<file path="config.mk">
export PLATFORM = sky130hd
export DESIGN_NAME = acpi_pm_gpe_hotplug_regs_unit_flat
export DESIGN_NICKNAME = d
export VERILOG_FILES = /design/src/hw/rtl/agpr_pkg.sv /design/src/hw/rtl/agpr_req_if.sv /design/src/hw/rtl/agpr_rsp_if.sv /design/src/hw/rtl/agpr_in_stage.sv /design/src/hw/rtl/agpr_core.sv /design/src/hw/rtl/agpr_out_stage.sv /design/src/hw/rtl/acpi_pm_gpe_hotplug_regs_unit.sv /design/src/flat_wrapper.sv
export VERILOG_INCLUDE_DIRS = /design/src /design/src/hw/rtl
export SDC_FILE = /design/constraint.sdc
export NUM_CORES = 1
export LEC_CHECK = 0
export ABC_AREA = 1
export BUFFER_PORTS_ARGS = -buffer_cell sky130_fd_sc_hd__buf_2
export CORE_MARGIN = 2
export CORE_UTILIZATION = 50
export CTS_CLUSTER_DIAMETER = 40
export CTS_CLUSTER_SIZE = 10
export DETAILED_ROUTE_END_ITERATION = 16
export PLACE_DENSITY_LB_ADDON = 0.3
export SYNTH_ARGS = -nofsm -noshare
export SYNTH_HDL_FRONTEND = slang
export SYNTH_SLANG_ARGS = --single-unit
</file>
<file path="constraint.sdc">
create_clock -name clock -period 2.28 [get_ports clock]
set_input_delay 0.57 -clock clock [delete_from_list [all_inputs] [get_ports clock]]
set_output_delay 0.57 -clock clock [all_outputs]
set_load 0.03 [all_outputs]
</file>
<file path="src/hw/rtl/acpi_pm_gpe_hotplug_regs_unit_macros.svh">
// ----------------------------------------------------------------------------
// Assertion macros for the power-management register block
// Concurrent checks on clock with a synchronous reset that disables them.
// ----------------------------------------------------------------------------
`ifndef ACPI_PM_GPE_HOTPLUG_REGS_UNIT_MACROS_SVH
`define ACPI_PM_GPE_HOTPLUG_REGS_UNIT_MACROS_SVH

// Same-cycle implication: cons must hold whenever ante holds.
`define APGHR_ASSERT_IMPL(lbl, clk, rst, ante, cons, msg) \
   lbl: assert property (@(posedge clk) disable iff (rst) (ante) |-> (cons)) \
      else $error(msg);

// Next-cycle implication: cons must hold in the cycle after ante.
`define APGHR_ASSERT_NEXT(lbl, clk, rst, ante, cons, msg) \
   lbl: assert property (@(posedge clk) disable iff (rst) (ante) |=> (cons)) \
      else $error(msg);

`endif

</file>
<file path="src/hw/rtl/agpr_pkg.sv">
// ----------------------------------------------------------------------------
// agpr_pkg
// Types, codes and constants shared by the PM1 / GPE0 / hotplug register block.
// ----------------------------------------------------------------------------
`default_nettype none

package agpr_pkg;

   localparam int GPE_HALF_BYTES = 2;
   localparam int SLOTS          = 32;
   localparam int GPE_IDX_W      = (GPE_HALF_BYTES > 1) ? $clog2(GPE_HALF_BYTES) : 1;
   localparam int SLOT_IDX_W     = (SLOTS > 1) ? $clog2(SLOTS) : 1;

   typedef enum logic [1:0] {
      OP_READ       = 2'd0,
      OP_WRITE      = 2'd1,
      OP_HOT_ADD    = 2'd2,
      OP_HOT_REMOVE = 2'd3
   } op_type;

   typedef enum logic [1:0] {
      RGN_PM1_CTRL = 2'd0,
      RGN_GPE_STS  = 2'd1,
      RGN_GPE_EN   = 2'd2,
      RGN_HOTPLUG  = 2'd3
   } region_type;

   typedef enum logic [1:0] {
      SLEEP_NONE     = 2'd0,
      SLEEP_S3       = 2'd1,
      SLEEP_SHUTDOWN = 2'd2
   } sleep_type;

   typedef enum logic [1:0] {
      ACT_NONE      = 2'd0,
      ACT_POWER_ON  = 2'd1,
      ACT_POWER_OFF = 2'd2
   } slot_act_type;

   // PM1 control bits
   localparam logic [15:0] PM1_RESET     = 16'h0001;
   localparam logic [15:0] PM1_GBL_RLS   = 16'h0004;
   localparam logic [15:0] PM1_SLP_EN    = 16'h2000;
   localparam logic [15:0] PM1_TYPE_MASK = 16'h1C00;
   localparam logic [15:0] PM1_TYPE_S3   = 16'h1400;
   localparam logic [15:0] PM1_TYPE_S4   = 16'h1800;
   localparam logic [15:0] PM1_TYPE_S5   = 16'h1C00;

   // Byte offsets
   localparam logic [5:0] PM1_OFF_LOW      = 6'd0;
   localparam logic [5:0] PM1_OFF_HIGH     = 6'd1;
   localparam logic [5:0] GPE_OFF_HP_BYTE  = 6'd0;
   localparam logic [5:0] HP_OFF_EVENT     = 6'd0;
   localparam logic [5:0] HP_OFF_SLOT      = 6'd1;
   localparam logic [5:0] HP_OFF_SLOT_BASE = 6'd2;

   // Hotplug GPE is bit 3 of GPE byte 0
   localparam int HP_GPE_BIT = 3;

   localparam logic [1:0] EVT_CLEAR  = 2'd0;
   localparam logic [1:0] EVT_ADD    = 2'd0;
   localparam logic [1:0] EVT_REMOVE = 2'd3;

   localparam logic [7:0] SLOT_PRESENT_RD = 8'h0F;
   localparam logic [7:0] EJECT_CODE      = 8'h01;

   typedef struct packed {
      logic [1:0]  operation;
      logic [1:0]  region;
      logic [5:0]  offset;
      logic        word_access;
      logic [15:0] data;
      logic [4:0]  slot;
      logic        slot_ok;
   } req_item_type;

   typedef struct packed {
      logic [15:0] read_data;
      logic        sci_line;
      logic [1:0]  sleep_request;
      logic [1:0]  slot_action;
      logic [4:0]  action_slot;
   } rsp_item_type;

   function automatic sleep_type sleep_decode(input logic [15:0] value);
      sleep_type   req;
      logic [15:0] typ;
      typ = value & PM1_TYPE_MASK;
      req = SLEEP_NONE;
      if ((value & PM1_SLP_EN) != 16'h0000) begin
         if (typ == PM1_TYPE_S3) begin
            req = SLEEP_S3;
         end else if (typ == PM1_TYPE_S4 || typ == PM1_TYPE_S5) begin
            req = SLEEP_SHUTDOWN;
         end
      end
      return req;
   endfunction

endpackage

`default_nettype wire

</file>
<file path="src/hw/rtl/agpr_req_if.sv">
// ----------------------------------------------------------------------------
// agpr_req_if
// Request channel: bus accesses and hotplug events, valid/ready handshake.
// ----------------------------------------------------------------------------
`default_nettype none

interface agpr_req_if;
   logic        valid;
   logic        ready;
   logic [1:0]  operation;
   logic [1:0]  region;
   logic [5:0]  offset;
   logic        word_access;
   logic [15:0] data;
   logic [4:0]  slot;
   logic        slot_ok;

   modport source (
      output valid, operation, region, offset, word_access, data, slot, slot_ok,
      input  ready
   );

   modport sink (
      input  valid, operation, region, offset, word_access, data, slot, slot_ok,
      output ready
   );
endinterface

`default_nettype wire

</file>
<file path="src/hw/rtl/agpr_rsp_if.sv">
// ----------------------------------------------------------------------------
// agpr_rsp_if
// Response channel: read data, SCI level and power actions, valid/ready.
// ----------------------------------------------------------------------------
`default_nettype none

interface agpr_rsp_if;
   logic        valid;
   logic        ready;
   logic [15:0] read_data;
   logic        sci_line;
   logic [1:0]  sleep_request;
   logic [1:0]  slot_action;
   logic [4:0]  action_slot;

   modport source (
      output valid, read_data, sci_line, sleep_request, slot_action, action_slot,
      input  ready
   );

   modport sink (
      input  valid, read_data, sci_line, sleep_request, slot_action, action_slot,
      output ready
   );
endinterface

`default_nettype wire

</file>
<file path="src/hw/rtl/agpr_in_stage.sv">
// ----------------------------------------------------------------------------
// agpr_in_stage
// Input register: captures one request item, frees as the item moves on.
// ----------------------------------------------------------------------------
`default_nettype none

module agpr_in_stage import agpr_pkg::*; (
   input  logic          clock,
   input  logic          reset,
   agpr_req_if.sink      req_chan,
   input  logic          take,
   output logic          in_valid,
   output req_item_type  item
);

   logic         valid_ff, valid_in;
   req_item_type item_ff, item_in;
   logic         accept;

   assign req_chan.ready = !valid_ff || take;
   assign accept         = req_chan.valid && req_chan.ready;

   always_comb begin
      item_in.operation   = req_chan.operation;
      item_in.region      = req_chan.region;
      item_in.offset      = req_chan.offset;
      item_in.word_access = req_chan.word_access;
      item_in.data        = req_chan.data;
      item_in.slot        = req_chan.slot;
      item_in.slot_ok     = req_chan.slot_ok;
      valid_in            = accept || (valid_ff && !take);
   end

   always_ff @(posedge clock) begin
      if (reset) begin
         valid_ff <= 1'b0;
      end else begin
         valid_ff <= valid_in;
      end
   end

   always_ff @(posedge clock) begin
      if (accept) begin
         item_ff <= item_in;
      end
   end

   assign in_valid = valid_ff;
   assign item     = item_ff;

endmodule

`default_nettype wire

</file>
<file path="src/hw/rtl/agpr_core.sv">
// ----------------------------------------------------------------------------
// agpr_core
// Register state and the per-item read/modify/write decode.
// ----------------------------------------------------------------------------
`default_nettype none

module agpr_core import agpr_pkg::*; (
   input  logic          clock,
   input  logic          reset,
   input  logic          csr_write_enable,
   input  logic [31:0]   csr_write_data,
   input  logic          take,
   input  req_item_type  item,
   output rsp_item_type  result
);

   logic [15:0]      pm1_ctrl_ff, pm1_ctrl_in;
   logic [7:0]       gpe_status_ff [GPE_HALF_BYTES];
   logic [7:0]       gpe_status_in [GPE_HALF_BYTES];
   logic [7:0]       gpe_enable_ff [GPE_HALF_BYTES];
   logic [7:0]       gpe_enable_in [GPE_HALF_BYTES];
   logic             sci_flag_ff, sci_flag_in;
   logic             sci_level_ff, sci_level_in;
   logic [1:0]       plug_event_ff, plug_event_in;
   logic [4:0]       plug_slot_ff, plug_slot_in;
   logic [SLOTS-1:0] slot_present_ff, slot_present_in;

   logic                  gpe_hit;
   logic [GPE_IDX_W-1:0]  gpe_idx;
   logic [5:0]            slot_off;
   logic                  slot_hit;
   logic [SLOT_IDX_W-1:0] slot_idx;
   logic                  evt_hit;
   logic [7:0]            byte_val;
   logic [15:0]           pm1_vis;
   logic [15:0]           rd;
   sleep_type             sleep_req;
   slot_act_type          action;
   logic [4:0]            action_slot;

   assign gpe_hit  = item.offset < 6'(GPE_HALF_BYTES);
   assign gpe_idx  = item.offset[GPE_IDX_W-1:0];
   assign slot_off = item.offset - HP_OFF_SLOT_BASE;
   assign slot_hit = (item.offset >= HP_OFF_SLOT_BASE) && (slot_off < 6'(SLOTS));
   assign slot_idx = slot_off[SLOT_IDX_W-1:0];
   assign evt_hit  = item.slot_ok && ({1'b0, item.slot} < 6'(SLOTS));
   assign byte_val = item.data[7:0];
   assign pm1_vis  = pm1_ctrl_ff & ~(PM1_GBL_RLS | PM1_SLP_EN);

   always_comb begin
      pm1_ctrl_in     = pm1_ctrl_ff;
      gpe_status_in   = gpe_status_ff;
      gpe_enable_in   = gpe_enable_ff;
      sci_flag_in     = sci_flag_ff;
      sci_level_in    = sci_level_ff;
      plug_event_in   = plug_event_ff;
      plug_slot_in    = plug_slot_ff;
      slot_present_in = slot_present_ff;
      rd              = 16'h0000;
      sleep_req       = SLEEP_NONE;
      action          = ACT_NONE;
      action_slot     = 5'd0;

      unique case (item.operation) inside
         OP_READ: begin
            unique case (item.region)
               RGN_PM1_CTRL: begin
                  if (item.word_access) begin
                     if (item.offset == PM1_OFF_LOW) rd = pm1_vis;
                  end else if (item.offset == PM1_OFF_LOW) begin
                     rd = {8'h00, pm1_vis[7:0]};
                  end else if (item.offset == PM1_OFF_HIGH) begin
                     rd = {8'h00, pm1_vis[15:8]};
                  end
               end
               RGN_GPE_STS: begin
                  if (gpe_hit) rd = {8'h00, gpe_status_ff[gpe_idx]};
               end
               RGN_GPE_EN: begin
                  if (gpe_hit) rd = {8'h00, gpe_enable_ff[gpe_idx]};
               end
               RGN_HOTPLUG: begin
                  if (item.offset == HP_OFF_EVENT) begin
                     rd = {14'h0000, plug_event_ff};
                  end else if (item.offset == HP_OFF_SLOT) begin
                     rd = {11'h000, plug_slot_ff};
                  end else if (slot_hit && slot_present_ff[slot_idx]) begin
                     rd = {8'h00, SLOT_PRESENT_RD};
                  end
               end
            endcase
         end
         OP_WRITE: begin
            unique case (item.region)
               RGN_PM1_CTRL: begin
                  if (item.word_access) begin
                     if (item.offset == PM1_OFF_LOW) begin
                        pm1_ctrl_in = item.data & ~PM1_SLP_EN;
                        sleep_req   = sleep_decode(item.data);
                     end
                  end else if (item.offset == PM1_OFF_LOW) begin
                     pm1_ctrl_in = {pm1_ctrl_ff[15:8], byte_val};
                  end else if (item.offset == PM1_OFF_HIGH) begin
                     // SLP_EN is a strobe: decode it, never store it
                     pm1_ctrl_in = {byte_val, pm1_ctrl_ff[7:0]} & ~PM1_SLP_EN;
                     sleep_req   = sleep_decode({byte_val, 8'h00});
                  end
               end
               RGN_GPE_STS: begin
                  if (gpe_hit) begin
                     gpe_status_in[gpe_idx] = gpe_status_ff[gpe_idx] & ~byte_val;
                     // drop the line but keep the asserted flag
                     if (sci_flag_ff && gpe_status_ff[0][HP_GPE_BIT] &&
                         !gpe_status_in[0][HP_GPE_BIT]) begin
                        sci_level_in = 1'b0;
                     end
                  end
               end
               RGN_GPE_EN: begin
                  if (gpe_hit) begin
                     gpe_enable_in[gpe_idx] = byte_val;
                     if (sci_flag_ff && item.offset == GPE_OFF_HP_BYTE &&
                         !byte_val[HP_GPE_BIT]) begin
                        sci_flag_in  = 1'b0;
                        sci_level_in = 1'b0;
                     end
                  end
               end
               RGN_HOTPLUG: begin
                  if (slot_hit && byte_val == EJECT_CODE) begin
                     slot_present_in[slot_idx] = 1'b0;
                     plug_event_in             = EVT_CLEAR;
                     plug_slot_in              = 5'd0;
                     action                    = ACT_POWER_OFF;
                     action_slot               = slot_off[4:0];
                  end
               end
            endcase
         end
         OP_HOT_ADD, OP_HOT_REMOVE: begin
            if (evt_hit) begin
               plug_slot_in = item.slot;
               if (item.operation == OP_HOT_ADD) begin
                  plug_event_in = EVT_ADD;
                  slot_present_in[item.slot[SLOT_IDX_W-1:0]] = 1'b1;
                  action      = ACT_POWER_ON;
                  action_slot = item.slot;
               end else begin
                  plug_event_in = EVT_REMOVE;
               end
               // raise the SCI once while the hotplug GPE is enabled and clear
               if (!gpe_status_ff[0][HP_GPE_BIT] && gpe_enable_ff[0][HP_GPE_BIT]) begin
                  gpe_status_in[0][HP_GPE_BIT] = 1'b1;
                  sci_flag_in  = 1'b1;
                  sci_level_in = 1'b1;
               end
            end
         end
      endcase

      result.read_data     = rd;
      result.sci_line      = sci_level_in;
      result.sleep_request = sleep_req;
      result.slot_action   = action;
      result.action_slot   = action_slot;
   end

   always_ff @(posedge clock) begin
      if (reset) begin
         pm1_ctrl_ff     <= PM1_RESET;
         gpe_status_ff   <= '{default: 8'h00};
         gpe_enable_ff   <= '{default: 8'h00};
         sci_flag_ff     <= 1'b0;
         sci_level_ff    <= 1'b0;
         plug_event_ff   <= EVT_CLEAR;
         plug_slot_ff    <= 5'd0;
         slot_present_ff <= '0;
      end else begin
         if (take) begin
            pm1_ctrl_ff     <= pm1_ctrl_in;
            gpe_status_ff   <= gpe_status_in;
            gpe_enable_ff   <= gpe_enable_in;
            sci_flag_ff     <= sci_flag_in;
            sci_level_ff    <= sci_level_in;
            plug_event_ff   <= plug_event_in;
            plug_slot_ff    <= plug_slot_in;
         end
         if (csr_write_enable) begin
            slot_present_ff <= csr_write_data[SLOTS-1:0];
         end else if (take) begin
            slot_present_ff <= slot_present_in;
         end
      end
   end

endmodule

`default_nettype wire

</file>
<file path="src/hw/rtl/agpr_out_stage.sv">
// ----------------------------------------------------------------------------
// agpr_out_stage
// Result register: holds one result item until the sink takes it.
// ----------------------------------------------------------------------------
`default_nettype none

module agpr_out_stage import agpr_pkg::*; (
   input  logic          clock,
   input  logic          reset,
   input  logic          in_valid,
   input  rsp_item_type  result,
   output logic          take,
   agpr_rsp_if.source    rsp_chan
);

   logic         valid_ff, valid_in;
   rsp_item_type result_ff;

   // advance whenever the result register is empty or being drained
   assign take     = in_valid && (!valid_ff || rsp_chan.ready);
   assign valid_in = take || (valid_ff && !rsp_chan.ready);

   always_ff @(posedge clock) begin
      if (reset) begin
         valid_ff <= 1'b0;
      end else begin
         valid_ff <= valid_in;
      end
   end

   always_ff @(posedge clock) begin
      if (take) begin
         result_ff <= result;
      end
   end

   assign rsp_chan.valid         = valid_ff;
   assign rsp_chan.read_data     = result_ff.read_data;
   assign rsp_chan.sci_line      = result_ff.sci_line;
   assign rsp_chan.sleep_request = result_ff.sleep_request;
   assign rsp_chan.slot_action   = result_ff.slot_action;
   assign rsp_chan.action_slot   = result_ff.action_slot;

endmodule

`default_nettype wire

</file>
<file path="src/hw/rtl/acpi_pm_gpe_hotplug_regs_unit.sv">
// Path: an accepted request is registered in the input reg, then its result in the
//   result reg, where it is held until the response sink takes it.
// Throughput: one item per cycle while the response sink is ready; the state update
//   is a combinational read-modify-write between the input and result registers.
// Reset (synchronous, active high): PM1 control = SCI_EN, GPE, SCI, event,
//   slot and presence registers cleared; both stages empty.
// ----------------------------------------------------------------------------
// acpi_pm_gpe_hotplug_regs_unit
// PM1 control, GPE0 status/enable and hotplug controller register block.
// ----------------------------------------------------------------------------
`default_nettype none

`include "acpi_pm_gpe_hotplug_regs_unit_macros.svh"

module acpi_pm_gpe_hotplug_regs_unit import agpr_pkg::*; (
   input  logic        clock,
   input  logic        reset,
   agpr_req_if.sink    req_chan,
   agpr_rsp_if.source  rsp_chan,
   input  logic        csr_write_enable,
   input  logic [31:0] csr_write_data
);

   logic         in_valid;
   logic         take;
   req_item_type item;
   rsp_item_type result;

   agpr_in_stage u_in_stage (
      .clock    (clock),
      .reset    (reset),
      .req_chan (req_chan),
      .take     (take),
      .in_valid (in_valid),
      .item     (item)
   );

   agpr_core u_core (
      .clock            (clock),
      .reset            (reset),
      .csr_write_enable (csr_write_enable),
      .csr_write_data   (csr_write_data),
      .take             (take),
      .item             (item),
      .result           (result)
   );

   agpr_out_stage u_out_stage (
      .clock    (clock),
      .reset    (reset),
      .in_valid (in_valid),
      .result   (result),
      .take     (take),
      .rsp_chan (rsp_chan)
   );

   `APGHR_ASSERT_NEXT(a_accept_fills_input, clock, reset, req_chan.valid && req_chan.ready, in_valid, "accepted item missing from input stage")
   `APGHR_ASSERT_NEXT(a_take_fills_result, clock, reset, take, rsp_chan.valid, "advanced item missing from result stage")
   `APGHR_ASSERT_IMPL(a_no_action_no_slot, clock, reset, rsp_chan.valid && rsp_chan.slot_action == ACT_NONE, rsp_chan.action_slot == 5'd0, "action slot set without a slot action")
   `APGHR_ASSERT_IMPL(a_sleep_not_on_read, clock, reset, rsp_chan.valid && rsp_chan.sleep_request != SLEEP_NONE, rsp_chan.read_data == 16'h0000 && rsp_chan.slot_action == ACT_NONE, "sleep request mixed with read data or slot action")

endmodule

`default_nettype wire
</file>
<file path="src/flat_wrapper.sv">
// flat-port wrapper written by rule: the top's interface ports become plain ports
module acpi_pm_gpe_hotplug_regs_unit_flat import agpr_pkg::*;
  (clock, reset, csr_write_enable, csr_write_data, req_chan_valid, req_chan_operation, req_chan_region, req_chan_offset, req_chan_word_access, req_chan_data, req_chan_slot, req_chan_slot_ok, req_chan_ready, rsp_chan_valid, rsp_chan_read_data, rsp_chan_sci_line, rsp_chan_sleep_request, rsp_chan_slot_action, rsp_chan_action_slot, rsp_chan_ready);
  agpr_req_if req_chan_i ();
  agpr_rsp_if rsp_chan_i ();
  input  logic clock;
  input  logic reset;
  input  logic csr_write_enable;
  input  logic [31:0] csr_write_data;
  input wire logic [$bits(req_chan_i.valid)-1:0] req_chan_valid;
  input wire logic [$bits(req_chan_i.operation)-1:0] req_chan_operation;
  input wire logic [$bits(req_chan_i.region)-1:0] req_chan_region;
  input wire logic [$bits(req_chan_i.offset)-1:0] req_chan_offset;
  input wire logic [$bits(req_chan_i.word_access)-1:0] req_chan_word_access;
  input wire logic [$bits(req_chan_i.data)-1:0] req_chan_data;
  input wire logic [$bits(req_chan_i.slot)-1:0] req_chan_slot;
  input wire logic [$bits(req_chan_i.slot_ok)-1:0] req_chan_slot_ok;
  output wire logic [$bits(req_chan_i.ready)-1:0] req_chan_ready;
  output wire logic [$bits(rsp_chan_i.valid)-1:0] rsp_chan_valid;
  output wire logic [$bits(rsp_chan_i.read_data)-1:0] rsp_chan_read_data;
  output wire logic [$bits(rsp_chan_i.sci_line)-1:0] rsp_chan_sci_line;
  output wire logic [$bits(rsp_chan_i.sleep_request)-1:0] rsp_chan_sleep_request;
  output wire logic [$bits(rsp_chan_i.slot_action)-1:0] rsp_chan_slot_action;
  output wire logic [$bits(rsp_chan_i.action_slot)-1:0] rsp_chan_action_slot;
  input wire logic [$bits(rsp_chan_i.ready)-1:0] rsp_chan_ready;
  assign req_chan_i.valid = req_chan_valid;
  assign req_chan_i.operation = req_chan_operation;
  assign req_chan_i.region = req_chan_region;
  assign req_chan_i.offset = req_chan_offset;
  assign req_chan_i.word_access = req_chan_word_access;
  assign req_chan_i.data = req_chan_data;
  assign req_chan_i.slot = req_chan_slot;
  assign req_chan_i.slot_ok = req_chan_slot_ok;
  assign req_chan_ready = req_chan_i.ready;
  assign rsp_chan_valid = rsp_chan_i.valid;
  assign rsp_chan_read_data = rsp_chan_i.read_data;
  assign rsp_chan_sci_line = rsp_chan_i.sci_line;
  assign rsp_chan_sleep_request = rsp_chan_i.sleep_request;
  assign rsp_chan_slot_action = rsp_chan_i.slot_action;
  assign rsp_chan_action_slot = rsp_chan_i.action_slot;
  assign rsp_chan_i.ready = rsp_chan_ready;
  acpi_pm_gpe_hotplug_regs_unit u_core (.clock(clock), .reset(reset), .req_chan(req_chan_i), .rsp_chan(rsp_chan_i), .csr_write_enable(csr_write_enable), .csr_write_data(csr_write_data));
endmodule
</file>
==> impl_metrics.env <==
export IMPL_status="finished, final reports clean"
export IMPL_synth_warnings=0
export IMPL_overflow=0
export IMPL_grt_max_degree=67
export IMPL_vias=7235
export IMPL_reg2reg_to="u_core.u_out_stage.rsp_chan.read_data[3]"
export IMPL_period_share_pct=94.6
export IMPL_fin_util_pct=60.9
export IMPL_fillers=1292
export IMPL_worstSetupEndpointType="flop"
export IMPL_grt_usage_pct=25.9
export IMPL_nets=1182
export IMPL_n_antenna_cell=0
export IMPL_synth_edf_count=58
export IMPL_io_pin_count=98
export IMPL_h_tree_depth=4
export IMPL_netlist_instances=994
export IMPL_rows=44
export IMPL_ys_top_cells_by_area="dfxtp_1 (24%), edfxtp_1 (24%), nand2_1 (13%)"
export IMPL_slew_headroom_pct=64.7
export IMPL_crit_type="flop to flop"
export IMPL_multi_input_area_um2=3370
export IMPL_clockBufferDepth=2
export IMPL_syn_num_nets=1071
export IMPL_cts_root_buf="clkbuf_16"
export IMPL_portBuffers=96
export IMPL_seq_area_um2=3500
export IMPL_area_growth_pct=19.1
export IMPL_crit_slowest_cell="edfxtp_1"
export IMPL_crit_arrival_ns=2.33
export IMPL_drive_gt1_share_pct=17.1
export IMPL_ys_ff_latch=146
export IMPL_drtPass1Iterations=6
export IMPL_dpl_cell_area_um2=8140
export IMPL_clkSinkCount=146
export IMPL_design_area_um2=8820
export IMPL_setup_violations=0
export IMPL_holdBufCountCts=0
export IMPL_grt_pass1_vias=6504
export IMPL_core_um2=14500
export IMPL_seq_area_frac_synth_pct=47.3
export IMPL_hold_path_startpoint="req_chan_slot[2]"
export IMPL_slew_viol_final=0
export IMPL_ff2ff_setup_slack_ns=0.12
export IMPL_ff2ff_path_depth=12
export IMPL_crit_top_cell="nand2_1"
export IMPL_synth_common_cells="nand2_1 (250), o21ai_0 (145), nor2_1 (124)"
export IMPL_die_width_um=126
export IMPL_drv_cap=0
export IMPL_peakVddDrop_v=0.000556
export IMPL_post_route_drc_count=0
export IMPL_clock_skew_ns=0.0108
export IMPL_tightest_slew_ns=0.528
export IMPL_wl_um=20900
export IMPL_cp_slowest_stage_delay_ns=0.52
export IMPL_fmax_mhz=464
export IMPL_yosysTopAreaCellShare_pct=23.8
export IMPL_p_leak_nw=3.74
export IMPL_hold_viol_final=0
export IMPL_synth_most_common_cell="nand2_1"
export IMPL_hold_path_depth=1
export IMPL_crit_chain="nor2_4, nand2_1, nand2_1, nand2_1, nor2_1, nand3_1, nand2_1, nor2_1, nand2_1, nand2_1, nand2_1, a21oi_2"
export IMPL_avgSynthCellArea_um2=7.45
export IMPL_antenna_found_initial=0
export IMPL_drt_iter0_markers=890
export IMPL_min_to="u_core.u_in_stage.item[3]"
export IMPL_clk_insertion_delay_late_ns=0.43
export IMPL_place_hpwl_um=14000
export IMPL_syn_area_um2=7410
export IMPL_clk_pin_slew_ns=0.07
export IMPL_place_gp_congestion=0.939
export IMPL_ys_types=41
export IMPL_die_area_um2=15800
export IMPL_min_path_type="primary input to flop"
export IMPL_die_y_um=126
export IMPL_cts_tree="yes"
export IMPL_routedWlPerCell_um=16.1
export IMPL_postRouteAntennaNets=0
export IMPL_crit_fanout=5
export IMPL_p_per_area_nw_per_um2=716
export IMPL_start_util_pct=51.2
export IMPL_numCtsBuffers=17
export IMPL_power_w=0.00631
export IMPL_grt_first_pass_wirelength_um=32700
export IMPL_cp_data_required_time_ns=2.46
export IMPL_post_synth_top_area_cell="dfxtp_1"
export IMPL_viasPerCell=5.56
export IMPL_r2r_start="u_core.u_in_stage.item[26]"
export IMPL_period_minus_slack_ns=2.16
export IMPL_yosys_most_used_dff="dfxtp_1"
export IMPL_cp_start_kind="flop"
export IMPL_async_flop_share_pct=0
## cell type report
class	instances	share of cell area, %
Clock inverter	13	1.28
Timing Repair Buffer	129	8.68
Sequential cell	146	39.7
Tap cell	184	2.61
Clock buffer	19	4.91
Inverter	107	4.60
Multi-Input combinational cell	704	38.2
## metrics by stage
step,setup slack [ns],setup TNS [ns],hold slack (ns),cells
finish,0.124,0,0.313,1302
global route,-0.0949,-0.276,0.299,1302
CTS,0.0516,0,0.304,1294
detailed placement,0.0209,0,0.434,1262
global placement,0.128,0,0.429,1262
floorplan,0.158,0,0.420,994
## cell families after synthesis
logic type | synth area share (%)
compound gates | 18.3
simple gates | 24.7
other cells | 0.0506
fa+ha+maj | 1.18
xor+xnor | 0.118
buf+inv | 8.34
flops | 47.3
## flip-flops by register name, indices dropped and copies added, names as in the netlist
| signal | cells |
|---|---|
| u_core.u_out_stage.rsp_chan.sleep_request | 2 |
| u_core.u_core.gpe_status_ff | 16 |
| u_core.u_core.sci_flag_ff | 1 |
| u_core.u_core.pm1_ctrl_ff | 14 |
| u_core.u_in_stage.item | 33 |
| u_core.u_core.sci_level_ff | 1 |
| u_core.u_out_stage.rsp_chan.sci_line | 1 |
| u_core.u_core.slot_present_ff | 32 |
| u_core.u_out_stage.rsp_chan.read_data | 15 |
| u_core.u_out_stage.rsp_chan.action_slot | 5 |
| u_core.u_core.plug_event_ff | 1 |
| u_core.u_core.plug_slot_ff | 5 |
| u_core.u_in_stage.in_valid | 1 |
| u_core.u_out_stage.rsp_chan.valid | 1 |
| u_core.u_core.gpe_enable_ff | 16 |
| u_core.u_out_stage.rsp_chan.slot_action | 2 |
## report_power, final
part	internal [W]	switching (W)	leakage, nW
Combinational	0.000265	0.000555	2.21
Clock	0.00149	0.00112	0.253
Sequential	0.00282	0.0000539	1.28
Total	0.00458	0.00173	3.74
## how the worst max path moves through the flow
stage | startpoint | end | depth (start not counted)
global placement | u_core.u_in_stage.item[25] | u_core.u_out_stage.rsp_chan.read_data[2] | 12
detailed placement | u_core.u_in_stage.item[25] | u_core.u_out_stage.rsp_chan.read_data[3] | 12
CTS | u_core.u_in_stage.item[25] | u_core.u_core.plug_slot_ff[3] | 10
finish | u_core.u_in_stage.item[26] | u_core.u_out_stage.rsp_chan.read_data[3] | 12
floorplan | rsp_chan_ready | u_core.u_core.pm1_ctrl_ff[1] | 8
global route | u_core.u_in_stage.item[26] | u_core.u_out_stage.rsp_chan.read_data[3] | 12
## critical path, delay by kind of cell (launching register included)
kind             cells  cell delay (ns)
AND/OR/NAND/NOR     11             1.32
AO/OA/AOI/OAI        1             0.05
flip-flops           1             0.52
## timing repair
| item | CTS | global route |
|---|---|---|
| resized for setup | 1 | 8 |
| setup endpoints to repair | 4 | 40 |
| pin swaps | 0 | 5 |
| gates cloned | 0 | 3 |
| buffers inserted | 0 | 5 |
## layer usage
metal	wire, µm	up-vias	track usage, %
met5	0	-	0
li1	-	3508	-
met2	9130	413	38.1
met4	423	0	8.17
met3	2180	50	7.14
met1	9200	3264	37.2
## layout by cell type, fill, tap and decap left out, types with 17 or more instances in the layout
| cell | count |
|---|---|
| buf_2 | 96 |
| buf_4 | 30 |
| clkbuf_16 | 17 |
| nor2_1 | 124 |
| dfxtp_1 | 88 |
| inv_1 | 98 |
| a21oi_1 | 57 |
| nand2_1 | 250 |
| edfxtp_1 | 58 |
| o21ai_0 | 145 |
| nand3_1 | 40 |
(Power assumes the default switching activity.)
